[src/nmea_rmc_pkg.sv]
// shared types and constants for the rmc time extractor
// no dependencies; imported by nmea_rmc_parse and nmea_rmc_time_extractor
`timescale 1ns / 1ps

package nmea_rmc_pkg;

   localparam int CHAR_W    = 8;
   localparam int DIGIT_W   = 4;
   localparam int NUM_DIGITS = 6;
   localparam int OFFSET_W  = 5;
   localparam int HOUR_W    = 5;
   localparam int MINSEC_W  = 7;
   localparam int RSP_W     = 24;   // 21 payload bits padded to whole bytes

   localparam logic [OFFSET_W-1:0] OFFSET_RESET = 5'd8;

   // per-sentence verdict handed from the parser to the output stage
   typedef struct packed {
      logic                                ok;
      logic [NUM_DIGITS-1:0][DIGIT_W-1:0]  digits;
   } verdict_type;

endpackage

[src/nmea_rmc_parse.sv]
// sentence tracker: header match, status field, time digits and checksum
// depends on nmea_rmc_pkg
`timescale 1ns / 1ps

module nmea_rmc_parse (
   input  logic                           clock,
   input  logic                           reset,
   input  logic                           step,
   input  logic [7:0]                     char_in,
   input  logic                           is_last,
   output nmea_rmc_pkg::verdict_type      verdict
);
   import nmea_rmc_pkg::*;

   localparam logic [CHAR_W-1:0] HEADER [NUM_DIGITS] = '{8'h24, 8'h47, 8'h50, 8'h52, 8'h4D, 8'h43};
   localparam logic [CHAR_W-1:0] CHAR_COMMA = 8'h2C;
   localparam logic [CHAR_W-1:0] CHAR_STAR  = 8'h2A;
   localparam logic [CHAR_W-1:0] CHAR_A     = 8'h41;
   localparam logic [CHAR_W-1:0] CHAR_0     = 8'h30;
   localparam logic [CHAR_W-1:0] CHAR_9     = 8'h39;
   localparam logic [CHAR_W-1:0] CHAR_F     = 8'h46;
   localparam logic [1:0]        COMMA_DONE = 2'd3;
   localparam logic [1:0]        HEX_BAD    = 2'd3;
   localparam logic [1:0]        HEX_FULL   = 2'd2;

   logic [7:0]                           pos_ff, pos_in;
   logic [1:0]                           comma_ff, comma_in;
   logic                                 hdr_ok_ff, hdr_ok_in;
   logic                                 status_ok_ff, status_ok_in;
   logic                                 digits_ok_ff, digits_ok_in;
   logic [7:0]                           xor_ff, xor_in;
   logic                                 in_ck_ff, in_ck_in;
   logic [1:0]                           hex_cnt_ff, hex_cnt_in;
   logic [7:0]                           rsum_ff, rsum_in;
   logic [NUM_DIGITS-1:0][DIGIT_W-1:0]   dig_ff, dig_in;

   logic                                 is_digit;
   logic                                 is_hex;
   logic [3:0]                           hex_val;
   logic [2:0]                           dig_idx;

   always_comb begin
      is_digit = (char_in >= CHAR_0) && (char_in <= CHAR_9);
      is_hex   = is_digit || ((char_in >= CHAR_A) && (char_in <= CHAR_F));
      // 'A'..'F' low nibble is 1..6, value is that plus 9
      hex_val  = is_digit ? char_in[3:0] : 4'(char_in[3:0] + 4'd9);
      dig_idx  = 3'(pos_ff - 8'd7);

      pos_in       = (pos_ff == 8'hFF) ? pos_ff : 8'(pos_ff + 8'd1);
      comma_in     = comma_ff;
      hdr_ok_in    = hdr_ok_ff;
      status_ok_in = status_ok_ff;
      digits_ok_in = digits_ok_ff;
      xor_in       = xor_ff;
      in_ck_in     = in_ck_ff;
      hex_cnt_in   = hex_cnt_ff;
      rsum_in      = rsum_ff;
      dig_in       = dig_ff;

      if (pos_ff < 8'd6 && char_in != HEADER[pos_ff[2:0]]) begin
         hdr_ok_in = 1'b0;
      end

      // hhmmss sits at byte positions 7 through 12
      if (pos_ff >= 8'd7 && pos_ff <= 8'd12) begin
         if (is_digit) begin
            dig_in[dig_idx] = char_in[3:0];
         end else begin
            digits_ok_in = 1'b0;
         end
      end

      priority if (in_ck_ff) begin
         if (is_hex && hex_cnt_ff < HEX_FULL) begin
            rsum_in    = {rsum_ff[3:0], hex_val};
            hex_cnt_in = 2'(hex_cnt_ff + 2'd1);
         end else begin
            hex_cnt_in = HEX_BAD;
         end
      end else if (pos_ff != 8'd0) begin
         if (char_in == CHAR_STAR) begin
            in_ck_in = 1'b1;
         end else begin
            xor_in = xor_ff ^ char_in;
            priority if (comma_ff == 2'd2) begin
               status_ok_in = (char_in == CHAR_A);
               comma_in     = COMMA_DONE;
            end else if (comma_ff < 2'd2 && char_in == CHAR_COMMA) begin
               comma_in = 2'(comma_ff + 2'd1);
            end else begin
               comma_in = comma_ff;
            end
         end
      end else begin
         in_ck_in = in_ck_ff;
      end

      verdict.ok = hdr_ok_in && (pos_in >= 8'd13) && digits_ok_in && status_ok_in
                   && in_ck_in && (hex_cnt_in == HEX_FULL) && (rsum_in == xor_in);
      verdict.digits = dig_in;
   end

   always_ff @(posedge clock) begin
      if (reset || (step && is_last)) begin
         pos_ff       <= '0;
         comma_ff     <= '0;
         hdr_ok_ff    <= 1'b1;
         status_ok_ff <= 1'b0;
         digits_ok_ff <= 1'b1;
         xor_ff       <= '0;
         in_ck_ff     <= 1'b0;
         hex_cnt_ff   <= '0;
         rsum_ff      <= '0;
         dig_ff       <= '0;
      end else if (step) begin
         pos_ff       <= pos_in;
         comma_ff     <= comma_in;
         hdr_ok_ff    <= hdr_ok_in;
         status_ok_ff <= status_ok_in;
         digits_ok_ff <= digits_ok_in;
         xor_ff       <= xor_in;
         in_ck_ff     <= in_ck_in;
         hex_cnt_ff   <= hex_cnt_in;
         rsum_ff      <= rsum_in;
         dig_ff       <= dig_in;
      end
   end

endmodule

[src/nmea_rmc_time_extractor.sv]
// rmc time extractor: one sentence byte per word in, one verdict word per sentence out
// the verdict word is registered in the output stage as the last byte of its sentence leaves the input register
// throughput: one byte per cycle while no byte stalls, set by the single input register feeding the parser
// a byte stalls in the input register only while an earlier verdict waits on rsp_tready
// reset (synchronous, active high) clears both stages, held time and sets the offset to 8
// depends on nmea_rmc_pkg and nmea_rmc_parse
`timescale 1ns / 1ps

module nmea_rmc_time_extractor (
   input  logic                                   clock,
   input  logic                                   reset,
   input  logic                                   req_tvalid,
   output logic                                   req_tready,
   input  logic [nmea_rmc_pkg::CHAR_W-1:0]        req_tdata,   // char_in
   input  logic                                   req_tlast,   // is_last
   output logic                                   rsp_tvalid,
   input  logic                                   rsp_tready,
   // accepted, time_valid, hour[4:0], minute[6:0], second[6:0], zero pad
   output logic [nmea_rmc_pkg::RSP_W-1:0]         rsp_tdata,
   input  logic                                   csr_we,
   input  logic [nmea_rmc_pkg::OFFSET_W-1:0]      csr_wdata    // zone_offset_hours
);
   import nmea_rmc_pkg::*;

   logic                   s1_valid_ff;
   logic [CHAR_W-1:0]      s1_char_ff;
   logic                   s1_last_ff;
   logic                   s1_adv;
   logic                   out_free;

   logic [OFFSET_W-1:0]    offset_ff;
   logic                   have_time_ff;
   logic [HOUR_W-1:0]      hour_ff, hour_in;
   logic [MINSEC_W-1:0]    minute_ff, minute_in;
   logic [MINSEC_W-1:0]    second_ff, second_in;

   logic                   rsp_valid_ff;
   logic [RSP_W-1:0]       rsp_data_ff, rsp_data_in;

   verdict_type            verdict;
   logic [7:0]             hour_sum;
   logic [15:0]            quot_prod;
   logic [2:0]             quot;
   logic                   finish;

   nmea_rmc_parse u_parse (
      .clock   (clock),
      .reset   (reset),
      .step    (s1_adv),
      .char_in (s1_char_ff),
      .is_last (s1_last_ff),
      .verdict (verdict)
   );

   assign out_free   = !rsp_valid_ff || rsp_tready;
   assign s1_adv     = s1_valid_ff && (!s1_last_ff || out_free);
   assign req_tready = !s1_valid_ff || s1_adv;
   assign finish     = s1_adv && s1_last_ff;
   assign rsp_tvalid = rsp_valid_ff;
   assign rsp_tdata  = rsp_data_ff;

   always_comb begin
      // received hour plus offset, at most 130 with decimal digits
      hour_sum = 8'({verdict.digits[0], 3'b000}) + 8'({verdict.digits[0], 1'b0})
                 + 8'(verdict.digits[1]) + 8'(offset_ff);
      // divide by 24 via 171/4096, exact for values up to 130
      quot_prod = 16'(hour_sum) * 16'd171;
      quot      = quot_prod[14:12];
      hour_in   = 5'(hour_sum - 8'({quot, 4'b0000}) - 8'({quot, 3'b000}));
      minute_in = 7'({verdict.digits[2], 3'b000}) + 7'({verdict.digits[2], 1'b0})
                  + 7'(verdict.digits[3]);
      second_in = 7'({verdict.digits[4], 3'b000}) + 7'({verdict.digits[4], 1'b0})
                  + 7'(verdict.digits[5]);

      rsp_data_in = '0;
      rsp_data_in[0] = verdict.ok;
      if (verdict.ok) begin
         rsp_data_in[1]    = 1'b1;
         rsp_data_in[6:2]  = hour_in;
         rsp_data_in[13:7] = minute_in;
         rsp_data_in[20:14] = second_in;
      end else begin
         rsp_data_in[1]    = have_time_ff;
         rsp_data_in[6:2]  = hour_ff;
         rsp_data_in[13:7] = minute_ff;
         rsp_data_in[20:14] = second_ff;
      end
   end

   always_ff @(posedge clock) begin
      if (reset) begin
         s1_valid_ff <= 1'b0;
      end else if (req_tvalid && req_tready) begin
         s1_valid_ff <= 1'b1;
      end else if (s1_adv) begin
         s1_valid_ff <= 1'b0;
      end
   end

   always_ff @(posedge clock) begin
      if (req_tvalid && req_tready) begin
         s1_char_ff <= req_tdata;
         s1_last_ff <= req_tlast;
      end
   end

   always_ff @(posedge clock) begin
      if (reset) begin
         offset_ff <= OFFSET_RESET;
      end else if (csr_we) begin
         offset_ff <= csr_wdata;
      end
   end

   always_ff @(posedge clock) begin
      if (reset) begin
         have_time_ff <= 1'b0;
         hour_ff      <= '0;
         minute_ff    <= '0;
         second_ff    <= '0;
      end else if (finish && verdict.ok) begin
         have_time_ff <= 1'b1;
         hour_ff      <= hour_in;
         minute_ff    <= minute_in;
         second_ff    <= second_in;
      end
   end

   always_ff @(posedge clock) begin
      if (reset) begin
         rsp_valid_ff <= 1'b0;
      end else if (finish) begin
         rsp_valid_ff <= 1'b1;
      end else if (rsp_tready) begin
         rsp_valid_ff <= 1'b0;
      end
   end

   always_ff @(posedge clock) begin
      if (finish) begin
         rsp_data_ff <= rsp_data_in;
      end
   end

`ifndef ASSERT_OFF
   a_accept_sets_valid: assert property (@(posedge clock) disable iff (reset)
      rsp_tvalid && rsp_tdata[0] |-> rsp_tdata[1])
      else $error("accepted word without time_valid");

   a_hour_range: assert property (@(posedge clock) disable iff (reset)
      rsp_tvalid |-> rsp_tdata[6:2] < 5'd24)
      else $error("hour out of range");

   a_time_sticky: assert property (@(posedge clock) disable iff (reset)
      have_time_ff |=> have_time_ff)
      else $error("held time lost");

   a_stage_holds: assert property (@(posedge clock) disable iff (reset)
      s1_valid_ff && !s1_adv |=> s1_valid_ff && $stable(s1_char_ff) && $stable(s1_last_ff))
      else $error("input stage overwritten");

   a_no_verdict_overrun: assert property (@(posedge clock) disable iff (reset)
      finish |-> out_free)
      else $error("verdict issued into a full output register");
`endif

endmodule

[config.mk]
export PLATFORM = sky130hd
export DESIGN_NAME = nmea_rmc_time_extractor
export DESIGN_NICKNAME = d
export VERILOG_FILES = /design/src/nmea_rmc_pkg.sv /design/src/nmea_rmc_parse.sv /design/src/nmea_rmc_time_extractor.sv
export SDC_FILE = /design/constraint.sdc
export NUM_CORES = 1
export LEC_CHECK = 0
export BUFFER_PORTS_ARGS = -buffer_cell sky130_fd_sc_hd__buf_4
export CAP_MARGIN = 20
export CORE_MARGIN = 2
export CORE_UTILIZATION = 54
export DETAILED_ROUTE_END_ITERATION = 12
export PLACE_DENSITY = 0.86
export SLEW_MARGIN = 20
export SYNTH_ARGS = -nofsm -noshare
export SYNTH_HDL_FRONTEND = slang
export SYNTH_SLANG_ARGS = --single-unit
[constraint.sdc]
create_clock -name clock -period 8.4 [get_ports clock]
set_input_delay 2.52 -clock clock [delete_from_list [all_inputs] [get_ports clock]]
set_output_delay 2.52 -clock clock [all_outputs]
set_load 0.02 [all_outputs]
==> results of run 1 <==
-- where the power goes --
group / total [mW] / internal [mW] / switching [mW]
Sequential: 0.583 / 0.574 / 0.00954
Clock: 0.760 / 0.521 / 0.239
Combinational: 0.601 / 0.261 / 0.340
Total: 1.94 / 1.36 / 0.588
-- synth_stat cells, drive strengths merged, types with 7 or more instances --
cell	count	area share
a21oi	36	0.025
a211oi	14	0.014
o21ai	24	0.017
nand2	82	0.041
edfxtp	30	0.12
ha	70	0.12
and3	7	0.0058
xor2	26	0.030
clkbuf	25	0.012
nor2	82	0.043
nand4	10	0.0091
inv	58	0.029
nand3	20	0.013
a21o	8	0.0080
fa	21	0.056
mux2	29	0.048
dfxtp	83	0.22
a31oi	7	0.0058
buf	16	0.014
xnor2	21	0.025
nor2b	7	0.0058
mux2i	39	0.052
nor3	21	0.015
-- per-stage QoR --
stage | area (um^2) | hold slack, ps | setup TNS, ps
6_report | 8810 | 454 | 0
4_1_cts | 8680 | 457 | 0
3_5_place_dp | 8030 | 449 | -22.0
3_3_place_gp | 8030 | 438 | 0
2_1_floorplan | 7550 | 431 | 0
5_1_grt | 8810 | 470 | -164
-- state kept, by name, summed over array words and instances, names as in the netlist, 2 cells and up --
register / cells
hour_ff: 5
minute_ff: 7
offset_ff: 5
rsp_tdata: 21
s1_char_ff: 8
second_ff: 7
u_parse.comma_ff: 2
u_parse.dig_ff: 24
u_parse.hex_cnt_ff: 2
u_parse.pos_ff: 8
u_parse.rsum_ff: 8
u_parse.xor_ff: 8
-- worst min path at each step --
stage                                    start                         endpoint  slack (ps)  cells after the start
6_report             minute_ff[5]$_SDFFE_PP0P_        minute_ff[5]$_SDFFE_PP0P_         450                      2
5_1_grt        u_parse.dig_ff[17]$_SDFFE_PP0P_  u_parse.dig_ff[17]$_SDFFE_PP0P_         470                      2
3_5_place_dp   u_parse.dig_ff[17]$_SDFFE_PP0P_  u_parse.dig_ff[17]$_SDFFE_PP0P_         450                      2
3_3_place_gp         second_ff[4]$_SDFFE_PP0P_        second_ff[4]$_SDFFE_PP0P_         440                      2
4_1_cts        u_parse.dig_ff[17]$_SDFFE_PP0P_  u_parse.dig_ff[17]$_SDFFE_PP0P_         460                      2
2_1_floorplan        minute_ff[6]$_SDFFE_PP0P_        minute_ff[6]$_SDFFE_PP0P_         430                      2
-- worst max-delay path, delay by kind of cell, from the launching register on --
kind	cells	cell delay [ps]
fa+ha+maj	9	3290
xor+xnor	6	930
simple gates	5	1430
flops	1	360
compound gates	7	1120
mux	2	500
buf+inv	4	250
-- metal layers --
metal	vias to the layer above	wire [um]	share of wire	track usage
met4	0	356	0.021	0.0898
li1	2876	-	-	-
met2	255	7980	0.48	0.380
met3	39	1190	0.072	0.0595
met1	2863	7110	0.43	0.297
met5	-	0	0	0
-- what timing repair did --
item                                    4_1_cts  5_1_grt
pin swaps                                     0        7
buffers inserted                              0        4
hold endpoints to repair                      0        0
resized for setup                             4       17
endpoints found under the setup margin        1        2
-- cell type report --
type | instances | area (um^2)
fillers | 1056 | 4970
multi-input cells | 593 | 4660
flip-flops and latches | 113 | 2560
well taps | 180 | 225
clock inverters | 4 | 95.1
repair buffers | 66 | 503
inverters | 59 | 221
clock buffers | 28 | 537
-- logic make-up after synthesis --
logic type               Yosys count  share of synthesized area
AND/OR/NAND/NOR                  268                      0.177
AO/OA/AOI/OAI                    116                     0.0988
flip-flops                       113                      0.340
buffers and inverters            100                     0.0563
adder cells (fa/ha/maj)           91                      0.172
multiplexers                      68                      0.100
XOR/XNOR                          47                     0.0556
other                              1                   0.000497
==> impl_results.rst, run 1 <==
.. list-table::
   :header-rows: 1

   * - Metric
     - Value
   * - Library cells used by synthesis
     - 72
   * - R2R Setup Slk
     - 260 ps
   * - Max cap viols
     - 0
   * - Layout Area Growth over Synthesis
     - 16.8%
   * - Register area share after synthesis
     - 0.340
   * - Clock sinks
     - 113
   * - Yosys synthesis warning count
     - 0
   * - Register-to-Register Path Depth
     - 33
   * - Critical path launch point type
     - flip-flop
   * - Crit-path max FO
     - 8
   * - N_diodes
     - 0
   * - Number of enable-type register cells in the synthesized netlist
     - 30
   * - Run status
     - finished, final reports clean
   * - Total length of routed wires
     - 16.6 mm
   * - RR Startpoint
     - u_parse.pos_ff[1]$_SDFFE_PP0P_
   * - Horizontal extent of the die
     - 122 um
   * - Port bufs
     - 41
   * - TritonCTS buffer count
     - 17
   * - Placement-stage worst setup slack
     - -22.0 ps
   * - Peak supply drop
     - 172 uV
   * - Filler-free cell count of the finished design
     - 1043
   * - Buffer type at the clock tree root
     - sky130_fd_sc_hd__clkbuf_16
   * - Total setup violations reported at the end of the flow
     - 0
   * - Via total after detailed routing
     - 6033
   * - Number of global-route vias before repair
     - 5853
   * - Die height
     - 122 um
   * - Max Fclk
     - 0.123 GHz
   * - Maximum clock insertion buffer count
     - 2
   * - Clock period minus final worst setup slack
     - 8140 ps
   * - Max H-tree Level
     - 4
   * - Clock latency of the later-clocked register in the worst-skew pair
     - 410 ps
   * - Effective utilization at floorplan
     - 0.547
   * - Overflow after GRT
     - 0
   * - # placed instances
     - 1006
   * - Most instantiated flip-flop cell in the synthesis netlist
     - sky130_fd_sc_hd__dfxtp_1
   * - Headroom to the max-slew limit
     - 0.307
   * - Overall Global Routing Usage
     - 0.233
   * - DRC violations left
     - 0
   * - Number of hold-repair buffers added at the cts stage
     - 0
   * - Gpl congestion
     - 0.938
   * - Fraction of the core area covered by cells at the end of the flow
     - 0.639
   * - Start-to-end type of the worst setup path
     - reg -> reg
   * - Standard cell with the maximum stage delay on the critical path
     - sky130_fd_sc_hd__or4_1
   * - Global-route wire length before repair
     - 27.3 mm
   * - Clock transition time at the flip-flop clock pins of the worst setup and hold paths
     - 50 ps
   * - Via/cell ratio
     - 5.78
   * - Final Max Tran Viols
     - 0
   * - Nature of the critical path endpoint
     - flip-flop
   * - Detail-routed net length per standard cell
     - 16.0 um
   * - Fraction of final layout cells sized beyond drive strength 1
     - 0.171
   * - Most frequent cells in the layout
     - sky130_fd_sc_hd__nand2_1 (82), sky130_fd_sc_hd__dfxtp_1 (82), sky130_fd_sc_hd__nor2_1 (80)
   * - Slew @ Worst Pin
     - 1040 ps
   * - Per-instance average area after synthesis
     - 9.38 um^2
   * - Final Hold Vio Count
     - 0
   * - Core Area
     - 0.0138 mm^2
   * - RR Endpoint
     - rsp_tdata[6]$_DFFE_PP_
   * - Static leakage power
     - 3.87 nW
   * - Full die area
     - 0.0149 mm^2
   * - Cell area after synthesis
     - 0.00754 mm^2
   * - Data required time at the worst endpoint
     - 8560 ps
   * - Final worst setup slack
     - 255 ps
   * - Count of nets left with antenna violations after detail routing
     - 0
   * - Worst Skew
     - 7.24 ps
   * - Final period util
     - 0.970
   * - Standard-cell row count
     - 43
   * - Slowest cell delay on critical path
     - 540 ps
   * - End point of the critical path
     - rsp_tdata[6]$_DFFE_PP_
   * - Drt first pass iters
     - 7
   * - Source of the critical timing path
     - u_parse.pos_ff[1]$_SDFFE_PP0P_
   * - Total chip power
     - 1.94 mW
   * - Power per Cell Area
     - 221 mW/mm^2
   * - Largest net degree at the start of global routing
     - 53
   * - Synthesis-stage register bit count
     - 113
   * - Initial antenna violation count
     - 0
   * - Most Frequent Cell on Critical Path
     - sky130_fd_sc_hd__xnor2_1
   * - TritonCTS clock tree
     - yes
   * - Fraction of registers with async set or reset after synthesis
     - 0
   * - Number of I/O pins
     - 45
   * - Iteration-0 DRC Markers
     - 491
   * - Post-synthesis instance total
     - 804
   * - Final HPWL from detailed placement
     - 11.1 mm
   * - Data arrival time at the worst-slack endpoint
     - 8310 ps
   * - Class of the worst hold path
     - reg -> reg
   * - Count of nets after finishing
     - 960
(Power assumes the default switching activity.)
==> inputs of run 2 (changes only) <==
--- a/config.mk
+++ b/config.mk
@@ -7,7 +7,6 @@
 export LEC_CHECK = 0
 export BUFFER_PORTS_ARGS = -buffer_cell sky130_fd_sc_hd__buf_4
 export CAP_MARGIN = 20
-export CORE_MARGIN = 2
 export CORE_UTILIZATION = 54
 export DETAILED_ROUTE_END_ITERATION = 12
 export PLACE_DENSITY = 0.86
==> run 2 against run 1 <==
Compared with the run above:
- clock skew increased by 0.72 ps
- worst hold slack got worse by 2.2 ps
- total power decreased by 3.4%
- fmax increased by 0.23%
- global-route usage increased by 0.59 points
- design area decreased by 0.48%
- largest power group unchanged
- highest routed layer unchanged
==> impl_results.rst, run 2 (synthesis results as in run 1) <==
.. list-table::
   :header-rows: 1

   * - Metric
     - Value
   * - Static leakage power
     - 3.85 nW
   * - Nature of the critical path endpoint
     - flip-flop
   * - Multi-input combinational cell area
     - 0.00468 mm^2
   * - Maximum clock insertion buffer count
     - 2
   * - TritonCTS clock tree
     - yes
   * - Gr busiest metal
     - met2
   * - Via total after detailed routing
     - 5941
   * - Met1 routing resource usage after global routing
     - 0.304
   * - Biggest register
     - u_parse.dig_ff
   * - Number of global-route vias before repair
     - 5742
   * - Final Hold Vio Count
     - 0
   * - Clock period minus final worst setup slack
     - 8130 ps
   * - Via/cell ratio
     - 5.72
   * - Power per Cell Area
     - 214 mW/mm^2
   * - Horizontal extent of the die
     - 120 um
   * - Fill cell count
     - 1044
   * - # placed instances
     - 1002
   * - Largest net degree at the start of global routing
     - 53
   * - N_diodes
     - 0
   * - Finished Cell Area
     - 0.00876 mm^2
   * - Max cap viols
     - 0
   * - Critical path launch point type
     - flip-flop
   * - Total length of routed wires
     - 16.6 mm
   * - Max reg flops
     - 24
   * - Part of the power in combinational logic
     - 0.312
   * - Fraction of the core area covered by cells at the end of the flow
     - 0.652
   * - Core Area
     - 0.0135 mm^2
   * - Clock power frac
     - 0.377
   * - Final HPWL from detailed placement
     - 11.2 mm
   * - Max H-tree Level
     - 4
   * - Final Max Tran Viols
     - 0
   * - Port bufs
     - 41
   * - Slew @ Worst Pin
     - 1030 ps
   * - Gpl congestion
     - 0.924
   * - Buffer type at the clock tree root
     - sky130_fd_sc_hd__clkbuf_16
   * - Headroom to the max-slew limit
     - 0.315
   * - Standard-cell row count
     - 42
   * - Final period util
     - 0.967
   * - Drt first pass iters
     - 5
   * - Initial antenna violation count
     - 0
   * - Max Fclk
     - 0.123 GHz
   * - Total chip power
     - 1.88 mW
   * - Run status
     - finished, final reports clean
   * - Filler-free cell count of the finished design
     - 1039
   * - Peak supply drop
     - 154 uV
   * - Switching part of the total
     - 0.311
   * - Iteration-0 DRC Markers
     - 540
   * - Met2 global-route usage
     - 0.381
   * - Worst Skew
     - 7.95 ps
   * - Count of nets left with antenna violations after detail routing
     - 0
   * - Fraction of final layout cells sized beyond drive strength 1
     - 0.175
   * - DRC violations left
     - 0
   * - Data required time at the worst endpoint
     - 8570 ps
   * - Effective utilization at floorplan
     - 0.560
   * - Full die area
     - 0.0144 mm^2
   * - Count of nets after finishing
     - 960
   * - Most frequent cells in the layout
     - sky130_fd_sc_hd__nand2_1 (82), sky130_fd_sc_hd__dfxtp_1 (82), sky130_fd_sc_hd__nor2_1 (81)
   * - Number of hold-repair buffers added at the cts stage
     - 0
   * - Overflow after GRT
     - 0
   * - Die height
     - 120 um
   * - Clock transition time at the flip-flop clock pins of the worst setup and hold paths
     - 50 ps
   * - Most Frequent Cell on Critical Path
     - sky130_fd_sc_hd__xnor2_1
   * - Power dissipated by switching net loads
     - 585 uW
   * - Standard cell with the maximum stage delay on the critical path
     - sky130_fd_sc_hd__fa_1
   * - Internal power
     - 1.29 mW
   * - Met3 GRT Util
     - 0.0627
   * - TritonCTS buffer count
     - 17
   * - Slowest cell delay on critical path
     - 530 ps
   * - Total setup violations reported at the end of the flow
     - 0
   * - Layout Area Growth over Synthesis
     - 16.3%
   * - Register cell area after layout
     - 0.00256 mm^2
   * - Clock sinks
     - 113
   * - Global-route wire length before repair
     - 26.9 mm
   * - Total placed instance area
     - 0.00803 mm^2
   * - Overall Global Routing Usage
     - 0.239
   * - Class of the worst hold path
     - reg -> reg
   * - Detail-routed net length per standard cell
     - 16.0 um
   * - Start-to-end type of the worst setup path
     - reg -> reg
   * - Number of I/O pins
     - 45
   * - Clock latency of the later-clocked register in the worst-skew pair
     - 420 ps
   * - Crit-path max FO
     - 6
   * - Sequential cell fraction of total power
     - 0.311
   * - Data arrival time at the worst-slack endpoint
     - 8300 ps
run 2: worst paths after layout:
kind | slack, ps | to | startpoint | cells past startpoint
hold / removal | 450 | second_ff[2]$_SDFFE_PP0P_ | second_ff[2]$_SDFFE_PP0P_ | 2
setup reg to reg | 270 | rsp_tdata[6]$_DFFE_PP_ | u_parse.pos_ff[0]$_SDFFE_PP0P_ | 34
setup / recovery | 270 | rsp_tdata[6]$_DFFE_PP_ | u_parse.pos_ff[0]$_SDFFE_PP0P_ | 34
hold reg to reg | 450 | second_ff[2]$_SDFFE_PP0P_ | second_ff[2]$_SDFFE_PP0P_ | 2
run 2: power by group through the flow:
stage,combinational [mW],clock (mW),sequential [mW]
floorplan,0.403,0,0.595
global placement,0.514,0,0.593
detailed placement,0.536,0,0.594
CTS,0.546,0.715,0.583
global route,0.666,0.742,0.585
finish,0.586,0.709,0.584
run 2: cell type report:
cell class | count | area share
multi-input combinational | 593 | 0.533
timing repair buffer | 66 | 0.0578
clock buffer | 19 | 0.0494
clock inverter | 13 | 0.0164
tap | 176 | 0.0251
inverter | 59 | 0.0253
sequential | 113 | 0.293
run 2: per-layer routing:
layer  vias up  routed length (um)
met1      2798                7100
met5         -                   0
met3        42                1320
met2       226                7760
met4         0                 399
li1       2875                   -
run 2: through the flow:
stage / TNS, ps / setup slack [ps] / hold WS (ps)
floorplan: 0 / 181 / 431
global placement: 0 / 300 / 438
detailed placement: -145 / -145 / 449
CTS: 0 / 33.1 / 457
global route: -40.5 / -40.5 / 474
finish: 0 / 274 / 452
run 2: worst max-delay path: cells and delay by family, from the launching register on:
family,cells,cell delay (ps)
mux,1,250
fa+ha+maj,9,3230
xor+xnor,6,870
buf+inv,4,270
flops,1,320
compound gates,8,1230
simple gates,6,1690
run 2: repair_timing:
action,CTS,global route
endpoints found under the setup margin,2,2
resized for setup,4,21
setup buffers,0,4
pin swaps,0,12
==> inputs of run 3 (changes only) <==
--- a/config.mk
+++ b/config.mk
@@ -9,7 +9,7 @@
 export CAP_MARGIN = 20
 export CORE_UTILIZATION = 54
 export DETAILED_ROUTE_END_ITERATION = 12
-export PLACE_DENSITY = 0.86
+export PLACE_DENSITY = 0.83
 export SLEW_MARGIN = 20
 export SYNTH_ARGS = -nofsm -noshare
 export SYNTH_HDL_FRONTEND = slang
==> constraint.sdc (replaced) <==
create_clock -name clock -period 9.3 [get_ports clock]
set_input_delay 2.79 -clock clock [delete_from_list [all_inputs] [get_ports clock]]
set_output_delay 2.79 -clock clock [all_outputs]
set_load 0.02 [all_outputs]
==> run 3 against run 2 <==
Compared with the run above:
- sequential share of layout area grew 0.45 points
- worst hold slack gained 3.5 ps
- critical endpoint unchanged
- final cell count shrank 1.5%
- largest power group unchanged
- combinational power shrank 17%
- critical path type unchanged
- sequential power shrank 9.4%
- utilization shrank 1.0 points
- global-route usage grew 0.26 points
- sequential cell count is the same
- design area shrank 1.6%
- largest cell class unchanged
- highest routed layer unchanged
==> impl_results.rst, run 3 (synthesis results as in run 1) <==
.. list-table::
   :header-rows: 1

   * - Metric
     - Value
   * - Run status
     - finished, final reports clean
   * - Nature of the critical path endpoint
     - flip-flop
   * - Clock period minus final worst setup slack
     - 8760 ps
   * - Iteration-0 DRC Markers
     - 476
   * - Static leakage power
     - 3.77 nW
   * - Biggest register
     - u_parse.dig_ff
   * - Max reg flops
     - 24
   * - Final Hold Vio Count
     - 0
   * - Most frequent cells in the layout
     - sky130_fd_sc_hd__dfxtp_1 (83), sky130_fd_sc_hd__nand2_1 (82), sky130_fd_sc_hd__nor2_1 (81)
   * - Max H-tree Level
     - 4
   * - Standard cell with the maximum stage delay on the critical path
     - sky130_fd_sc_hd__fa_1
   * - Initial antenna violation count
     - 0
   * - DRC violations left
     - 0
   * - TritonCTS buffer count
     - 17
   * - Internal power
     - 1.21 mW
   * - Class of the worst hold path
     - reg -> reg
   * - Max Fclk
     - 0.114 GHz
   * - Peak supply drop
     - 198 uV
   * - Detail-routed net length per standard cell
     - 16.0 um
   * - Horizontal extent of the die
     - 120 um
   * - TritonCTS clock tree
     - yes
   * - Hold slack
     - 455 ps
   * - Number of hold-repair buffers added at the cts stage
     - 0
   * - Number of global-route vias before repair
     - 5670
   * - Slowest cell delay on critical path
     - 540 ps
   * - Total setup violations reported at the end of the flow
     - 0
   * - Part of the power in combinational logic
     - 0.283
   * - Final HPWL from detailed placement
     - 11.4 mm
   * - Data required time at the worst endpoint
     - 9480 ps
   * - Critical path launch point type
     - flip-flop
   * - Number of I/O pins
     - 45
   * - N_diodes
     - 0
   * - Most Frequent Cell on Critical Path
     - sky130_fd_sc_hd__xnor2_1
   * - RSZ-0062 raised after global routing
     - no
   * - Clock power frac
     - 0.410
   * - Count of nets left with antenna violations after detail routing
     - 0
   * - Most common library cell in the layout ignoring fill and taps
     - sky130_fd_sc_hd__dfxtp_1
   * - Clock latency of the later-clocked register in the worst-skew pair
     - 430 ps
   * - Power per Cell Area
     - 200 mW/mm^2
   * - Full die area
     - 0.0144 mm^2
   * - # placed instances
     - 990
   * - Overall Global Routing Usage
     - 0.241
   * - Power dissipated by switching net loads
     - 515 uW
   * - Fraction of final layout cells sized beyond drive strength 1
     - 0.145
   * - Sequential cell fraction of total power
     - 0.307
   * - Sum of negative setup slack
     - 0 ps
   * - Global-route wire length before repair
     - 27.1 mm
   * - Via total after detailed routing
     - 5883
   * - Gpl congestion
     - 0.872
   * - Buffer type at the clock tree root
     - sky130_fd_sc_hd__clkbuf_16
   * - Final period util
     - 0.942
   * - Worst Skew
     - 9.58 ps
   * - Start-to-end type of the worst setup path
     - reg -> reg
   * - Data arrival time at the worst-slack endpoint
     - 8940 ps
   * - Via/cell ratio
     - 5.75
   * - Final Max Tran Viols
     - 0
   * - Port bufs
     - 41
   * - Core Area
     - 0.0135 mm^2
   * - Switching part of the total
     - 0.298
   * - Maximum clock insertion buffer count
     - 2
   * - Fraction of the core area covered by cells at the end of the flow
     - 0.641
   * - Largest net degree at the start of global routing
     - 53
   * - Clock sinks
     - 113
   * - Slew @ Worst Pin
     - 1080 ps
   * - Overflow after GRT
     - 0
   * - Total length of routed wires
     - 16.3 mm
   * - Effective utilization at floorplan
     - 0.560
   * - Max cap viols
     - 0
   * - Worst path top cell family by delay
     - adder cells
   * - Filler-free cell count of the finished design
     - 1023
   * - Crit-path max FO
     - 10
   * - Drt first pass iters
     - 5
   * - Die height
     - 120 um
   * - Standard-cell row count
     - 42
   * - Clock transition time at the flip-flop clock pins of the worst setup and hold paths
     - 60 ps
   * - Headroom to the max-slew limit
     - 0.279
   * - CP bufs+invs
     - 4
   * - Layout Area Growth over Synthesis
     - 14.4%
   * - Count of nets after finishing
     - 944
run 3: worst paths after layout:
kind,from,endpoint,cells after the start,slack [ps]
setup reg to reg,s1_char_ff[1]$_DFFE_PP_,rsp_tdata[6]$_DFFE_PP_,33,540
setup / recovery,s1_char_ff[1]$_DFFE_PP_,rsp_tdata[6]$_DFFE_PP_,33,540
hold reg to reg,minute_ff[6]$_SDFFE_PP0P_,minute_ff[6]$_SDFFE_PP0P_,2,460
hold / removal,minute_ff[6]$_SDFFE_PP0P_,minute_ff[6]$_SDFFE_PP0P_,2,460
run 3: timing repair:
item,CTS,global route
setup buffers,0,0
setup endpoints to repair,0,2
gates resized for setup,0,6
run 3: area by class of cell:
cell class                 instances  area, um^2
clock buffer                      21         450
clock inverter                    11         186
fill                            1071        4830
inverter                          59         221
multi-input combinational        593        4590
sequential                       113        2560
tap                              176         220
timing repair buffer              50         395
run 3: power by group through the flow:
| stage | Sequential [mW] | Clock, mW | Combinational [mW] |
|---|---|---|---|
| finish | 0.529 | 0.708 | 0.487 |
| global route | 0.530 | 0.737 | 0.557 |
| CTS | 0.529 | 0.713 | 0.490 |
| detailed placement | 0.538 | 0 | 0.479 |
| global placement | 0.538 | 0 | 0.462 |
| floorplan | 0.537 | 0 | 0.364 |
run 3: tightest hold or removal path: cells and delay by family, from the launching register on:
kind	cells	cell delay [ps]
DFF	1	300
muxes	1	50
and+or+nand+nor	1	50
run 3: metal layers:
metal / GRT usage / wire (um) / vias to the layer above
li1: - / - / 2845
met1: 0.317 / 7310 / 2809
met2: 0.381 / 7760 / 201
met3: 0.0604 / 1010 / 28
met4: 0.0914 / 257 / 0
met5: 0 / 0 / -
run 3: metrics by stage:
stage	worst slack (ps)	area [um^2]	power (mW)
after floorplan	1080	7550	0.901
after global placement	682	7940	1.00
after detailed placement	386	7940	1.02
after CTS	331	8580	1.73
after global routing	2.67	8630	1.82
final	535	8630	1.72
